[config.mk]
export PLATFORM = sky130hd
export DESIGN_NAME = prefix_route_table
export DESIGN_NICKNAME = d
export VERILOG_FILES = /design/src/prt_pkg.sv /design/src/prt_cell.sv /design/src/prefix_route_table.sv
export VERILOG_INCLUDE_DIRS = /design/src /design/src/src
export SDC_FILE = /design/constraint.sdc
export NUM_CORES = 2
export LEC_CHECK = 0
export BUFFER_PORTS_ARGS = -buffer_cell sky130_fd_sc_hd__buf_2
export CORE_MARGIN = 5
export CORE_UTILIZATION = 25
export CTS_CLUSTER_DIAMETER = 40
export CTS_CLUSTER_SIZE = 20
export DETAILED_ROUTE_END_ITERATION = 6
export GPL_ROUTABILITY_DRIVEN = 0
export PLACE_DENSITY_LB_ADDON = 0.15
export SYNTH_ARGS = -nofsm -noshare
export SYNTH_HDL_FRONTEND = slang
export SYNTH_SLANG_ARGS = --single-unit
[constraint.sdc]
create_clock -name clk -period 12.5 [get_ports clk]
set_input_delay 0.625 -clock clk [delete_from_list [all_inputs] [get_ports clk]]
set_output_delay 0.625 -clock clk [all_outputs]
set_load 0.005 [all_outputs]
[src/assert_macros.svh]
// ----------------------------------------------------------------------------
// assert_macros.svh
// assertion helpers clocked on clk with rst_n as the disable condition
// ----------------------------------------------------------------------------
`ifndef ASSERT_MACROS_SVH
`define ASSERT_MACROS_SVH

// expression holds at every edge out of reset
`define ASSERT_ALWAYS(lbl, expr) \
    lbl: assert property (@(posedge clk) disable iff (!rst_n) (expr)) \
        else $error("assertion failed");

// antecedent implies consequent in the same cycle
`define ASSERT_IMPL(lbl, ante, cons) \
    lbl: assert property (@(posedge clk) disable iff (!rst_n) (ante) |-> (cons)) \
        else $error("assertion failed");

// antecedent implies consequent in the following cycle
`define ASSERT_NEXT(lbl, ante, cons) \
    lbl: assert property (@(posedge clk) disable iff (!rst_n) (ante) |=> (cons)) \
        else $error("assertion failed");

`endif

[src/prt_pkg.sv]
// ----------------------------------------------------------------------------
// prt_pkg
// shared constants, codes and types of the prefix route table
// ----------------------------------------------------------------------------
package prt_pkg;

    localparam int TABLE_DEPTH = 16;
    localparam int PORT_COUNT  = 16;

    localparam int ADDR_W = 32;
    localparam int HB_W   = 6;
    localparam int PORT_W = 4;
    localparam int POS_W  = 4;
    localparam int OP_W   = 2;
    localparam int STAT_W = 2;

    localparam logic [HB_W-1:0]   HB_MAX    = HB_W'(32);
    localparam logic [ADDR_W-1:0] FULL_MASK = 32'hFFFF_FFFF;

    localparam logic [OP_W-1:0] OP_INSERT = 2'd0;
    localparam logic [OP_W-1:0] OP_REMOVE = 2'd1;
    localparam logic [OP_W-1:0] OP_LOOKUP = 2'd2;

    localparam logic [STAT_W-1:0] STATUS_OK     = 2'd0;
    localparam logic [STAT_W-1:0] STATUS_FULL   = 2'd1;
    localparam logic [STAT_W-1:0] STATUS_BADPOS = 2'd2;

    typedef struct packed {
        logic [ADDR_W-1:0] network;
        logic [HB_W-1:0]   host_bits;
        logic [PORT_W-1:0] egress;
    } prt_entry_t;

    // command broadcast to every cell
    typedef struct packed {
        logic              ins;
        logic              rem;
        logic [ADDR_W-1:0] address;
        logic [HB_W-1:0]   host_bits;
        logic [PORT_W-1:0] egress;
        logic [POS_W-1:0]  position;
    } prt_key_t;

    // all-ones shifted left by host bits, zero from 32 up
    function automatic logic [ADDR_W-1:0] prefix_mask(input logic [HB_W-1:0] hb);
        logic [ADDR_W-1:0] m;
        begin
            if (hb >= HB_MAX)
                m = '0;
            else
                m = FULL_MASK << hb[4:0];
            return m;
        end
    endfunction

endpackage

[src/prt_cell.sv]
// ----------------------------------------------------------------------------
// prt_cell
// one table position: holds a route, matches the key, shifts with neighbors
// ----------------------------------------------------------------------------
module prt_cell #(
    parameter int INDEX = 0,
    parameter int CNT_W = 5
) (
    input  logic                clk,
    input  logic                rst_n,
    input  prt_pkg::prt_key_t   key,
    input  logic [CNT_W-1:0]    count,
    input  prt_pkg::prt_entry_t left_entry,
    input  logic                left_le,
    input  logic                left_valid,
    input  logic                left_seen,
    input  prt_pkg::prt_entry_t right_entry,
    output prt_pkg::prt_entry_t entry,
    output logic                le,
    output logic                valid,
    output logic                seen,
    output logic                first
);

    prt_pkg::prt_entry_t entry_reg;
    prt_pkg::prt_entry_t entry_next;
    logic                match;
    logic [31:0]         mask;

    assign entry = entry_reg;
    assign mask  = prt_pkg::prefix_mask(entry_reg.host_bits);
    assign valid = 32'(INDEX) < 32'(count);
    assign le    = valid && (entry_reg.host_bits <= key.host_bits);
    assign match = valid && (((key.address ^ entry_reg.network) & mask) == '0);
    assign first = match && !left_seen;
    assign seen  = left_seen || match;

    always_comb
    begin
        entry_next = entry_reg;
        if (key.ins)
        begin
            // the insertion slot is the first cell that is empty or whose host bits exceed the key
            if (!le && left_le)
            begin
                entry_next.network   = key.address;
                entry_next.host_bits = key.host_bits;
                entry_next.egress    = key.egress;
            end
            else if (!left_le && left_valid)
            begin
                entry_next = left_entry;
            end
        end
        else if (key.rem)
        begin
            if (32'(INDEX) >= 32'(key.position))
                entry_next = right_entry;
        end
    end

    // route storage is payload only, unwritten entries lie past the count and never match
    always_ff @(posedge clk)
    begin
        entry_reg <= entry_next;
    end

endmodule

[src/prefix_route_table.sv]
// ----------------------------------------------------------------------------
// prefix_route_table
// sorted ipv4 route table with longest-prefix lookup, insert and remove
// ----------------------------------------------------------------------------
// timing: an accepted item is held in the item registers until the compare
//   and shift pass through the row of cells, which waits while the previous
//   result is still waiting to be taken, then writes the result registers
// a new item is not taken until the pass for the current one is done
// reset: entry count and handshake state clear, route storage is not reset
// ----------------------------------------------------------------------------
`include "assert_macros.svh"

module prefix_route_table #(
    parameter int TABLE_DEPTH = prt_pkg::TABLE_DEPTH,
    parameter int PORT_COUNT  = prt_pkg::PORT_COUNT,
    parameter int IDX_W       = $clog2(TABLE_DEPTH),
    parameter int CNT_W       = $clog2(TABLE_DEPTH + 1)
) (
    input  logic                       clk,
    input  logic                       rst_n,
    input  logic                       in_valid,
    output logic                       in_ready,
    input  logic [prt_pkg::OP_W-1:0]   opcode,
    input  logic [prt_pkg::ADDR_W-1:0] address,
    input  logic [prt_pkg::HB_W-1:0]   host_bits,
    input  logic [prt_pkg::PORT_W-1:0] entry_port,
    input  logic [prt_pkg::POS_W-1:0]  entry_position,
    output logic                       out_valid,
    input  logic                       out_ready,
    output logic [prt_pkg::PORT_W-1:0] egress_port,
    output logic                       hit,
    output logic [IDX_W-1:0]           match_position,
    output logic [prt_pkg::STAT_W-1:0] status,
    output logic [CNT_W-1:0]           entry_count
);

    localparam logic [prt_pkg::PORT_W-1:0] PORT_MAX = prt_pkg::PORT_W'(PORT_COUNT - 1);

    logic                       busy_reg;
    logic                       out_valid_reg;
    logic [CNT_W-1:0]           count_reg;
    logic [CNT_W-1:0]           count_next;
    logic [prt_pkg::OP_W-1:0]   op_reg;
    logic [prt_pkg::ADDR_W-1:0] addr_reg;
    logic [prt_pkg::HB_W-1:0]   hb_reg;
    logic [prt_pkg::PORT_W-1:0] port_reg;
    logic [prt_pkg::POS_W-1:0]  pos_reg;

    logic [prt_pkg::PORT_W-1:0] egress_reg;
    logic                       hit_reg;
    logic [IDX_W-1:0]           mpos_reg;
    logic [prt_pkg::STAT_W-1:0] status_reg;

    logic                       accept;
    logic                       go;
    logic                       full;
    logic                       bad_pos;
    logic                       do_ins;
    logic                       do_rem;
    logic                       is_lookup;
    logic [prt_pkg::STAT_W-1:0] status_next;
    logic [prt_pkg::PORT_W-1:0] egress_sel;
    logic [IDX_W-1:0]           mpos_sel;
    prt_pkg::prt_key_t          key;

    prt_pkg::prt_entry_t        cell_entry [TABLE_DEPTH];
    logic [TABLE_DEPTH-1:0]     cell_le;
    logic [TABLE_DEPTH-1:0]     cell_valid;
    logic [TABLE_DEPTH-1:0]     cell_seen;
    logic [TABLE_DEPTH-1:0]     cell_first;

    assign in_ready  = !busy_reg;
    assign accept    = in_valid && in_ready;
    assign go        = busy_reg && (!out_valid_reg || out_ready);

    assign full      = count_reg == CNT_W'(TABLE_DEPTH);
    assign bad_pos   = 32'(pos_reg) >= 32'(count_reg);
    assign do_ins    = go && (op_reg == prt_pkg::OP_INSERT) && !full;
    assign do_rem    = go && (op_reg == prt_pkg::OP_REMOVE) && !bad_pos;
    assign is_lookup = op_reg == prt_pkg::OP_LOOKUP;

    always_comb
    begin
        key.ins       = do_ins;
        key.rem       = do_rem;
        key.address   = addr_reg;
        key.host_bits = hb_reg;
        key.egress    = port_reg;
        key.position  = pos_reg;
    end

    genvar g;
    generate
        for (g = 0; g < TABLE_DEPTH; g++)
        begin : g_cell
            prt_pkg::prt_entry_t lft;
            prt_pkg::prt_entry_t rgt;
            logic                lft_le;
            logic                lft_valid;
            logic                lft_seen;

            if (g == 0)
            begin : g_head
                // head cell: everything before it counts as fewer host bits
                assign lft       = cell_entry[g];
                assign lft_le    = 1'b1;
                assign lft_valid = 1'b0;
                assign lft_seen  = 1'b0;
            end
            else
            begin : g_body
                assign lft       = cell_entry[g-1];
                assign lft_le    = cell_le[g-1];
                assign lft_valid = cell_valid[g-1];
                assign lft_seen  = cell_seen[g-1];
            end

            if (g == TABLE_DEPTH - 1)
            begin : g_tail
                assign rgt = cell_entry[g];
            end
            else
            begin : g_mid
                assign rgt = cell_entry[g+1];
            end

            prt_cell #(
                .INDEX (g),
                .CNT_W (CNT_W)
            ) u_cell (
                .clk         (clk),
                .rst_n       (rst_n),
                .key         (key),
                .count       (count_reg),
                .left_entry  (lft),
                .left_le     (lft_le),
                .left_valid  (lft_valid),
                .left_seen   (lft_seen),
                .right_entry (rgt),
                .entry       (cell_entry[g]),
                .le          (cell_le[g]),
                .valid       (cell_valid[g]),
                .seen        (cell_seen[g]),
                .first       (cell_first[g])
            );
        end
    endgenerate

    // at most one cell flags first, so the select is a plain or
    always_comb
    begin
        egress_sel = '0;
        mpos_sel   = '0;
        for (int i = 0; i < TABLE_DEPTH; i++)
        begin
            if (cell_first[i])
            begin
                egress_sel = egress_sel | cell_entry[i].egress;
                mpos_sel   = mpos_sel | IDX_W'(i);
            end
        end
    end

    always_comb
    begin
        status_next = prt_pkg::STATUS_OK;
        count_next  = count_reg;
        case (op_reg)
            prt_pkg::OP_INSERT:
            begin
                if (full)
                    status_next = prt_pkg::STATUS_FULL;
                else
                    count_next = count_reg + 1'b1;
            end
            prt_pkg::OP_REMOVE:
            begin
                if (bad_pos)
                    status_next = prt_pkg::STATUS_BADPOS;
                else
                    count_next = count_reg - 1'b1;
            end
            default:
            begin
                status_next = prt_pkg::STATUS_OK;
            end
        endcase
    end

    always_ff @(posedge clk or negedge rst_n)
    begin
        if (!rst_n)
        begin
            busy_reg      <= 1'b0;
            out_valid_reg <= 1'b0;
            count_reg     <= '0;
        end
        else
        begin
            if (accept)
                busy_reg <= 1'b1;
            else if (go)
                busy_reg <= 1'b0;

            if (go)
                out_valid_reg <= 1'b1;
            else if (out_ready)
                out_valid_reg <= 1'b0;

            if (go)
                count_reg <= count_next;
        end
    end

    // item capture with saturation of host bits and port, result capture on each pass
    always_ff @(posedge clk)
    begin
        if (accept)
        begin
            op_reg   <= opcode;
            addr_reg <= address;
            hb_reg   <= (host_bits > prt_pkg::HB_MAX) ? prt_pkg::HB_MAX : host_bits;
            port_reg <= (32'(entry_port) >= 32'(PORT_COUNT)) ? PORT_MAX : entry_port;
            pos_reg  <= entry_position;
        end
        if (go)
        begin
            egress_reg <= is_lookup ? egress_sel : '0;
            hit_reg    <= is_lookup && (|cell_first);
            mpos_reg   <= is_lookup ? mpos_sel : '0;
            status_reg <= status_next;
        end
    end

    assign out_valid      = out_valid_reg;
    assign egress_port    = egress_reg;
    assign hit            = hit_reg;
    assign match_position = mpos_reg;
    assign status         = status_reg;
    assign entry_count    = count_reg;

    `ASSERT_ALWAYS(a_count_range, count_reg <= CNT_W'(TABLE_DEPTH))
    `ASSERT_ALWAYS(a_first_unique, $onehot0(cell_first))
    `ASSERT_IMPL(a_hit_status, out_valid_reg && hit_reg, status_reg == prt_pkg::STATUS_OK)
    `ASSERT_NEXT(a_insert_grows, do_ins, count_reg == $past(count_reg) + 1'b1)

endmodule
* Word level (Yosys, flattened, before mapping) *
Index checks and enable logic that the tools add are counted.

storage, ports and cells
  register bits after elaboration = 738
  input port bits = 52
  output and inout bits = 18
  word-level logic and storage cells = 532

cells by class
  add/sub/neg operators = 2
  $lt $le $gt $ge = 65
  equality and inequality tests = 20
  shift-type cells = 16
  mux-type cells = 133
  bitwise logic cells = 47
  reduce and logical (&&, ||, !) cells = 189

operators with widths
  cell                     number
  $mux W42                 76
  $and A32 B32 Y32         16
  $logic_not A32 Y1        16
  $mux W32                 16
  $shl A32 B5 Y32 const A  16
  $xor A32 B32 Y32         16
  $ge A6 B6 Y1 const B     16
  $le A6 B6 Y1             16
  $mux W4                  24
  $logic_and A1 B1 Y1      84
  $or A4 B4 Y4             15
  $reduce_and A3 Y1        15
  $ne A3 B1 Y1 const B     14
  $lt A4 B5 Y1 const A     8
  $reduce_bool A2 Y1       20
  $logic_not A1 Y1         35
  $ge A4 B4 Y1 const A     7
  $lt A3 B5 Y1 const A     4
  $ge A3 B4 Y1 const A     4
  $reduce_or A16 Y1        1
  $logic_or A1 B1 Y1       15
  $mux W3                  4
  $lt A1 B5 Y1 const A     2
  $lt A2 B5 Y1 const A     2
  other kinds (18)         30

* Logic depth before layout (Yosys ltp) *
  depth after elaboration = 36
  depth in mapped cells = 15
  gate-level depth less buffers = 12

* Cells and area by module *
From an unflattened synthesis, not the netlist that was laid out.

unflattened totals
  cell total of the unflattened synthesis = 5821
  area, all modules = 54531.0 um2

modules (own cells, without submodules)
  module                        times used  cells an instance  area each (um2)  sequential area each (um2)
  prt_cell (g_cell[14].u_cell)  1           365                3648.5           1261.2
  prt_cell (g_cell[11].u_cell)  1           364                3636.0           1261.2
  prt_cell (g_cell[13].u_cell)  1           365                3498.4           1261.2
  prt_cell (g_cell[10].u_cell)  1           369                3337.0           1261.2
  prt_cell (g_cell[3].u_cell)   1           361                3319.4           1261.2
  prt_cell (g_cell[5].u_cell)   1           369                3265.6           1261.2
  prt_cell (g_cell[6].u_cell)   1           370                3200.6           1261.2
  prt_cell (g_cell[4].u_cell)   1           366                3191.8           1261.2
  prt_cell (g_cell[1].u_cell)   1           357                3136.8           1261.2
  prt_cell (g_cell[15].u_cell)  1           355                3121.7           1261.2
  prt_cell (g_cell[7].u_cell)   1           358                3120.5           1261.2
  prt_cell (g_cell[9].u_cell)   1           361                3101.7           1261.2
  prt_cell (g_cell[8].u_cell)   1           359                3094.2           1261.2
  prt_cell (g_cell[12].u_cell)  1           309                3086.7           1261.2
  +3 rows                       --          --                 --               --

* Worst setup path before layout *
OpenSTA, ideal clock, no wires.

  path kind = reg2reg
  start point = register hb_reg[1] (netlist name)
  end point = register g_cell[10].u_cell.entry_reg, in the netlist g_cell[10].u_cell.entry[0] (enable)
  setup time = 518 ps
  arrival time = 5456 ps
  required time = 11982 ps
  setup slack = 6526 ps
  cell stages (with the launch flop) = 14
  buffers on the path = 1
  period minus slack after synthesis = 5974 ps
  cells stage by stage = edfxtp_1 > clkbuf_1 > inv_1 > ha_1 > nor2b_1 > o21a_1 > o21a_1 > o21a_1 > o21a_1 > o22ai_1 > and2_1 > nand2_1 > a21oi_1 > a311oi_1

on the way
  word-level cells in the longest chain between the ends = 6
  elaborated cells between the ends (all ways) = 10
  classes of those cells = 2 x order compare; 1 x eq/ne; 7 x reduce/logical

ends and longest elaborated chain
  element                                        RTL line                        source
  start: declaration                             prefix_route_table.sv:45        logic [prt_pkg::HB_W-1:0] hb_reg;
  start signal: assignment                       prefix_route_table.sv:222       hb_reg <= (host_bits > prt_pkg::HB_MAX) ? prt_pkg::HB_MAX : host_bits;
  $le A6 B6 Y1                                   prt_cell.sv:33                  assign le = valid && (entry_reg.host_bits <= key.host_bits);
  $logic_and A1 B1 Y1                            prt_cell.sv:33
  $logic_not A1 Y1, on equally long branches     prt_cell.sv:50, prt_cell.sv:44
  $logic_and A1 B1 Y1, on equally long branches  prt_cell.sv:50, prt_cell.sv:44
  $ne A3 B1 Y1 (no source line) (*)              --
  $reduce_and A3 Y1 (no source line) (*)         --
  end signal: assignment                         prt_cell.sv:65                  entry_reg <= entry_next;
  end: declaration                               prt_cell.sv:25                  prt_pkg::prt_entry_t entry_reg;

Mark *: on every way between the ends. The rest lies on a longest branch, timed or not.
A chain may end at the register's enable or synchronous reset.

* Final worst setup path *
  start point = register count_reg[3] (netlist: entry_count[3])
  end point = register egress_reg, in the netlist egress_port[3], data pin

on the way
  word-level cells in the longest chain between the ends = 33
  elaborated cells between the ends (all ways) = 107
  classes of those cells = 16 x order compare; 16 x mux; 15 x bitwise; 60 x reduce/logical

ends and longest elaborated chain
  element                                              RTL line                                   source
  start: declaration                                   prefix_route_table.sv:41                   logic [CNT_W-1:0] count_reg;
  start signal: assignment                             prefix_route_table.sv:211                  count_reg <= count_next;
  $lt A1 B5 Y1                                         prt_cell.sv:32                             assign valid = 32'(INDEX) < 32'(count);
  $logic_and A1 B1 Y1                                  prt_cell.sv:34                             assign match = valid && (((key.address ^ entry_reg.network) & mask) == '0);
  $mux W4 or $logic_not A1 Y1 (tied branches)          prefix_route_table.sv:156, prt_cell.sv:35
  $or A4 B4 Y4 or $logic_and A1 B1 Y1 (tied branches)  prefix_route_table.sv:158, prt_cell.sv:35
  $mux W4                                              prefix_route_table.sv:156                  if (cell_first[i])
  $or A4 B4 Y4                                         prefix_route_table.sv:158                  egress_sel = egress_sel | cell_entry[i].egress;
  $mux W4                                              prefix_route_table.sv:156
  $or A4 B4 Y4                                         prefix_route_table.sv:158
  [... 17 more ...]                                    --
  $or A4 B4 Y4                                         prefix_route_table.sv:158
  $mux W4                                              prefix_route_table.sv:156
  $or A4 B4 Y4                                         prefix_route_table.sv:158
  $mux W4                                              prefix_route_table.sv:156
  $or A4 B4 Y4                                         prefix_route_table.sv:158
  $mux W4                                              prefix_route_table.sv:156
  $or A4 B4 Y4                                         prefix_route_table.sv:158
  $mux W4 (*)                                          prefix_route_table.sv:156
  end signal: assignment                               prefix_route_table.sv:228                  egress_reg <= is_lookup ? egress_sel : '0;
  end: declaration                                     prefix_route_table.sv:49                   logic [prt_pkg::PORT_W-1:0] egress_reg;

Marks and branches as above.

==> flow_summary.json <==
{
  "fmax_mhz": 175,
  "cts_sinks": 738,
  "cts_tree": "done",
  "port_buffers": 69,
  "drtPass1Iterations": 7,
  "grt_overflow": 0,
  "whs_endpoint": "out_valid",
  "finalCritPeriodShare_pct": 45.7,
  "synth_fa_ha_area_share_pct": 2.66,
  "cell_internal_pwr_uw": 8150,
  "cts-htree-levels": 4,
  "viasPerCell": 5.13,
  "grt_pass1_wl_mm": 283,
  "hold_class": "input port to register",
  "endpoint_kind": "register",
  "syn-instance-count": 5067,
  "ff2ff_setup_slack_ns": 6.79,
  "seqPwrFrac_pct": 29.7,
  "largest_reg_flops": 672,
  "die-height_um": 455,
  "grt_max_degree": 229,
  "dpl.hpwl_mm": 141,
  "initial_core_util_pct": 25.1,
  "finalSetupTns_ns": 0,
  "synthTopCellsByArea": "edfxtp_1 (44%), mux2i_1 (12%), o21ai_0 (7.6%), nand2_1 (6.5%), xor2_1 (5.4%)",
  "ys.flop_type": "edfxtp_1",
  "clock-root-buffer": "clkbuf_16",
  "utilization_pct": 29.9,
  "ys_seq_area_share_pct": 44.7,
  "rr_endpoint": "egress_port[3]",
  "combPwrFrac_pct": 34.9,
  "yosys.area.top_type": "edfxtp_1",
  "swShare_pct": 37.9,
  "hp-start": "out_ready",
  "yosysUniqueCellTypes": 87,
  "cp.required_ns": 13.12,
  "switching_power_uw": 4980,
  "critPathKind": "register to register",
  "cp.arrival_ns": 6.33,
  "row_count": 163,
  "synth_simple_gate_area_share_pct": 10.8,
  "syn_avg_cell_area_um2": 9.77,
  "power_frac_clock_pct": 35.4,
  "ys_ff_latch": 738,
  "grt_setup_unrepaired": "false",
  "tightest_slew_ns": 1.22,
  "crit_path_start_kind": "register",
  "ios": 70,
  "antenna_found_initial": 3,
  "cts.path.max_buffers": 3,
  "synth-compound-area-share_pct": 15.7,
  "worstHoldPathCells": 3,
  "final-hold-violation-count": 0,
  "yosys.area_share.xor_xnor_pct": 9.13,
  "vias": 40000,
  "nFillCells": 20800,
  "nNetsFinal": 5174,
  "power_density_nw_per_um2": 223,
  "clkSlewWorstSetupHoldPaths_ns": 0.05,
  "drc_errors": 3,
  "period_needed_ns": 5.71,
  "r2r_start": "entry_count[3]",
  "coreArea_um2": 197000,
  "die_width_um": 455,
  "synth_nets": 5222,
  "synth_top_family_by_area": "compound AO/OA/AOI/OAI gates",
  "run_status": "finished, violations left",
  "timing.max_cap.violations": 0,
  "initialDrtViolationCount": 3673,
  "ys.warnings.count": 0,
  "area_growth_pct": 18.9,
  "reg2regPathDepth": 10,
  "synth_top_area_share_pct": 44.3,
  "violations": "DRC",
  "vdd_drop_max_v": 0.000139,
  "routedWlPerCell_um": 25.0,
  "cts_made_buffers": 174,
  "slew_violations": 0,
  "finalSetupViolCount": 0,
  "ant_nets": 0,
  "synth-edff-count": 731,
  "cts_setup_buffers": 0,
  "insertion_delay_ns": 0.82,
  "worst-path-max-fanout": 14,
  "wl_mm": 195,
  "drive_gt1_share_pct": 10.9,
  "p_leak_uw": 0.0226,
  "synth.area.mux_share_pct": 12.7,
  "first_global_vias": 40200,
  "grt_util_all_layers_pct": 18.3,
  "slew_headroom_pct": 17.8,
  "die_area_um2": 207000,
  "async_reset_ff_share_pct": 0.949,
  "fin_skew_ns": 0.0309,
  "syn_area_um2": 49500
}
==> Yosys cell counts (13+ instances only) <==
cell type / n
nand2_1: 852
o21ai_0: 756
edfxtp_1: 731
mux2i_1: 589
clkbuf_1: 351
xor2_1: 308
xnor2_1: 208
a21oi_1: 156
ha_1: 103
nor2_1: 88
buf_2: 74
o21a_1: 69
inv_1: 62
nand3_1: 56
nor3_1: 48
a31oi_1: 42
mux2_2: 37
nand4_1: 37
buf_1: 32
a211oi_1: 28
nor2b_1: 28
o211ai_1: 27
and3_1: 24
a22oi_1: 23
nand2b_1: 23
o22ai_1: 19
and2_1: 16
a21o_1: 14
a32oi_1: 14
a2111oi_0: 13
or2_2: 13
==> power groups by stage <==
stage                     sequential [uW]  combinational (uW)  clock (uW)
after CTS                            3900                4590        4750
after global placement               3940                4530           0
after floorplan                      3630                3260           0
after global routing                 3940                4980        4860
after detailed placement             3940                4560           0
final                                3900                4580        4640
==> cells in the final DEF (no fill, tap or decap), types with 103 or more instances in the layout <==
master,n
a21oi_1,150
buf_4,126
clkbuf_16,179
edfxtp_1,731
ha_1,103
mux2i_1,589
nand2_1,847
o21ai_0,756
xnor2_1,208
xor2_1,308
==> worst max-delay path, cell delays in order (launching register included) <==
cell      delay (ns)
dfrtp_1         0.62
nor2_2          0.49
nand2_1         0.26
a21oi_1         0.64
nor2b_1         0.31
a311oi_1        0.74
o22ai_1         0.45
nor3_1          0.99
nand2_1         0.17
or4_1           0.58
a41oi_1         0.24
==> timing repair <==
item / 4_1_cts / 5_1_grt
endpoints found under the hold margin: 50 / 0
resized for setup: 0 / 0
hold buffers: 44 / 0
==> cell families after synthesis <==
| family | after synthesis |
|---|---|
| AO/OA/AOI/OAI | 1315 |
| AND/OR/NAND/NOR | 1238 |
| flip-flops | 738 |
| multiplexers | 626 |
| buffers and inverters | 528 |
| XOR/XNOR | 516 |
| adder cells (fa/ha/maj) | 106 |
==> routing by layer <==
| metal | share of wire [%] | routed length [um] | GRT usage, % | up-vias |
|---|---|---|---|---|
| met5 | 0 | 0 | 0 | - |
| met4 | 2.2 | 4300 | 4.67 | 0 |
| met3 | 5.3 | 10200 | 2.95 | 243 |
| met2 | 46 | 89700 | 29.4 | 1104 |
| met1 | 47 | 90800 | 25.5 | 20300 |
| li1 | - | - | - | 18400 |
==> layout make-up <==
| type | count | area [um^2] | share of cell area (%) |
|---|---|---|---|
| Sequential cell | 738 | 22100 | 37.6 |
| Multi-Input combinational cell | 3801 | 25600 | 43.4 |
| Antenna cell | 2 | 5.00 | 0.00850 |
| Clock inverter | 117 | 1300 | 2.20 |
| Timing Repair Buffer | 241 | 1770 | 3.01 |
| Tap cell | 2640 | 3300 | 5.61 |
| Inverter | 63 | 236 | 0.402 |
| Clock buffer | 205 | 4580 | 7.77 |
==> per-stage QoR <==
step | area, um^2 | hold slack (ns) | std cells | worst slack [ns] | power [uW]
after global placement | 52600 | 0.474 | 7439 | 7.06 | 8480
after floorplan | 49500 | 0.329 | 5067 | 6.53 | 6900
final | 58900 | 0.0951 | 7807 | 6.79 | 13100
after CTS | 58900 | 0.0197 | 7805 | 6.95 | 13200
after global routing | 58900 | 0.0714 | 7806 | 6.68 | 13800
after detailed placement | 52600 | 0.475 | 7439 | 6.98 | 8510
==> how the worst max path moves through the flow <==
| stage | end | cells past startpoint | from | slack [ns] |
|---|---|---|---|---|
| finish | egress_port[3] | 10 | entry_count[3] | 6.79 |
| global route | egress_port[3] | 10 | entry_count[3] | 6.68 |
| global placement | egress_port[2] | 10 | entry_count[3] | 7.06 |
| detailed placement | egress_port[3] | 10 | entry_count[3] | 6.98 |
| floorplan | g_cell[10].u_cell.entry[0] | 13 | hb_reg[1] | 6.53 |
| CTS | egress_port[3] | 10 | entry_count[3] | 6.95 |
(Power assumes the default switching activity.)
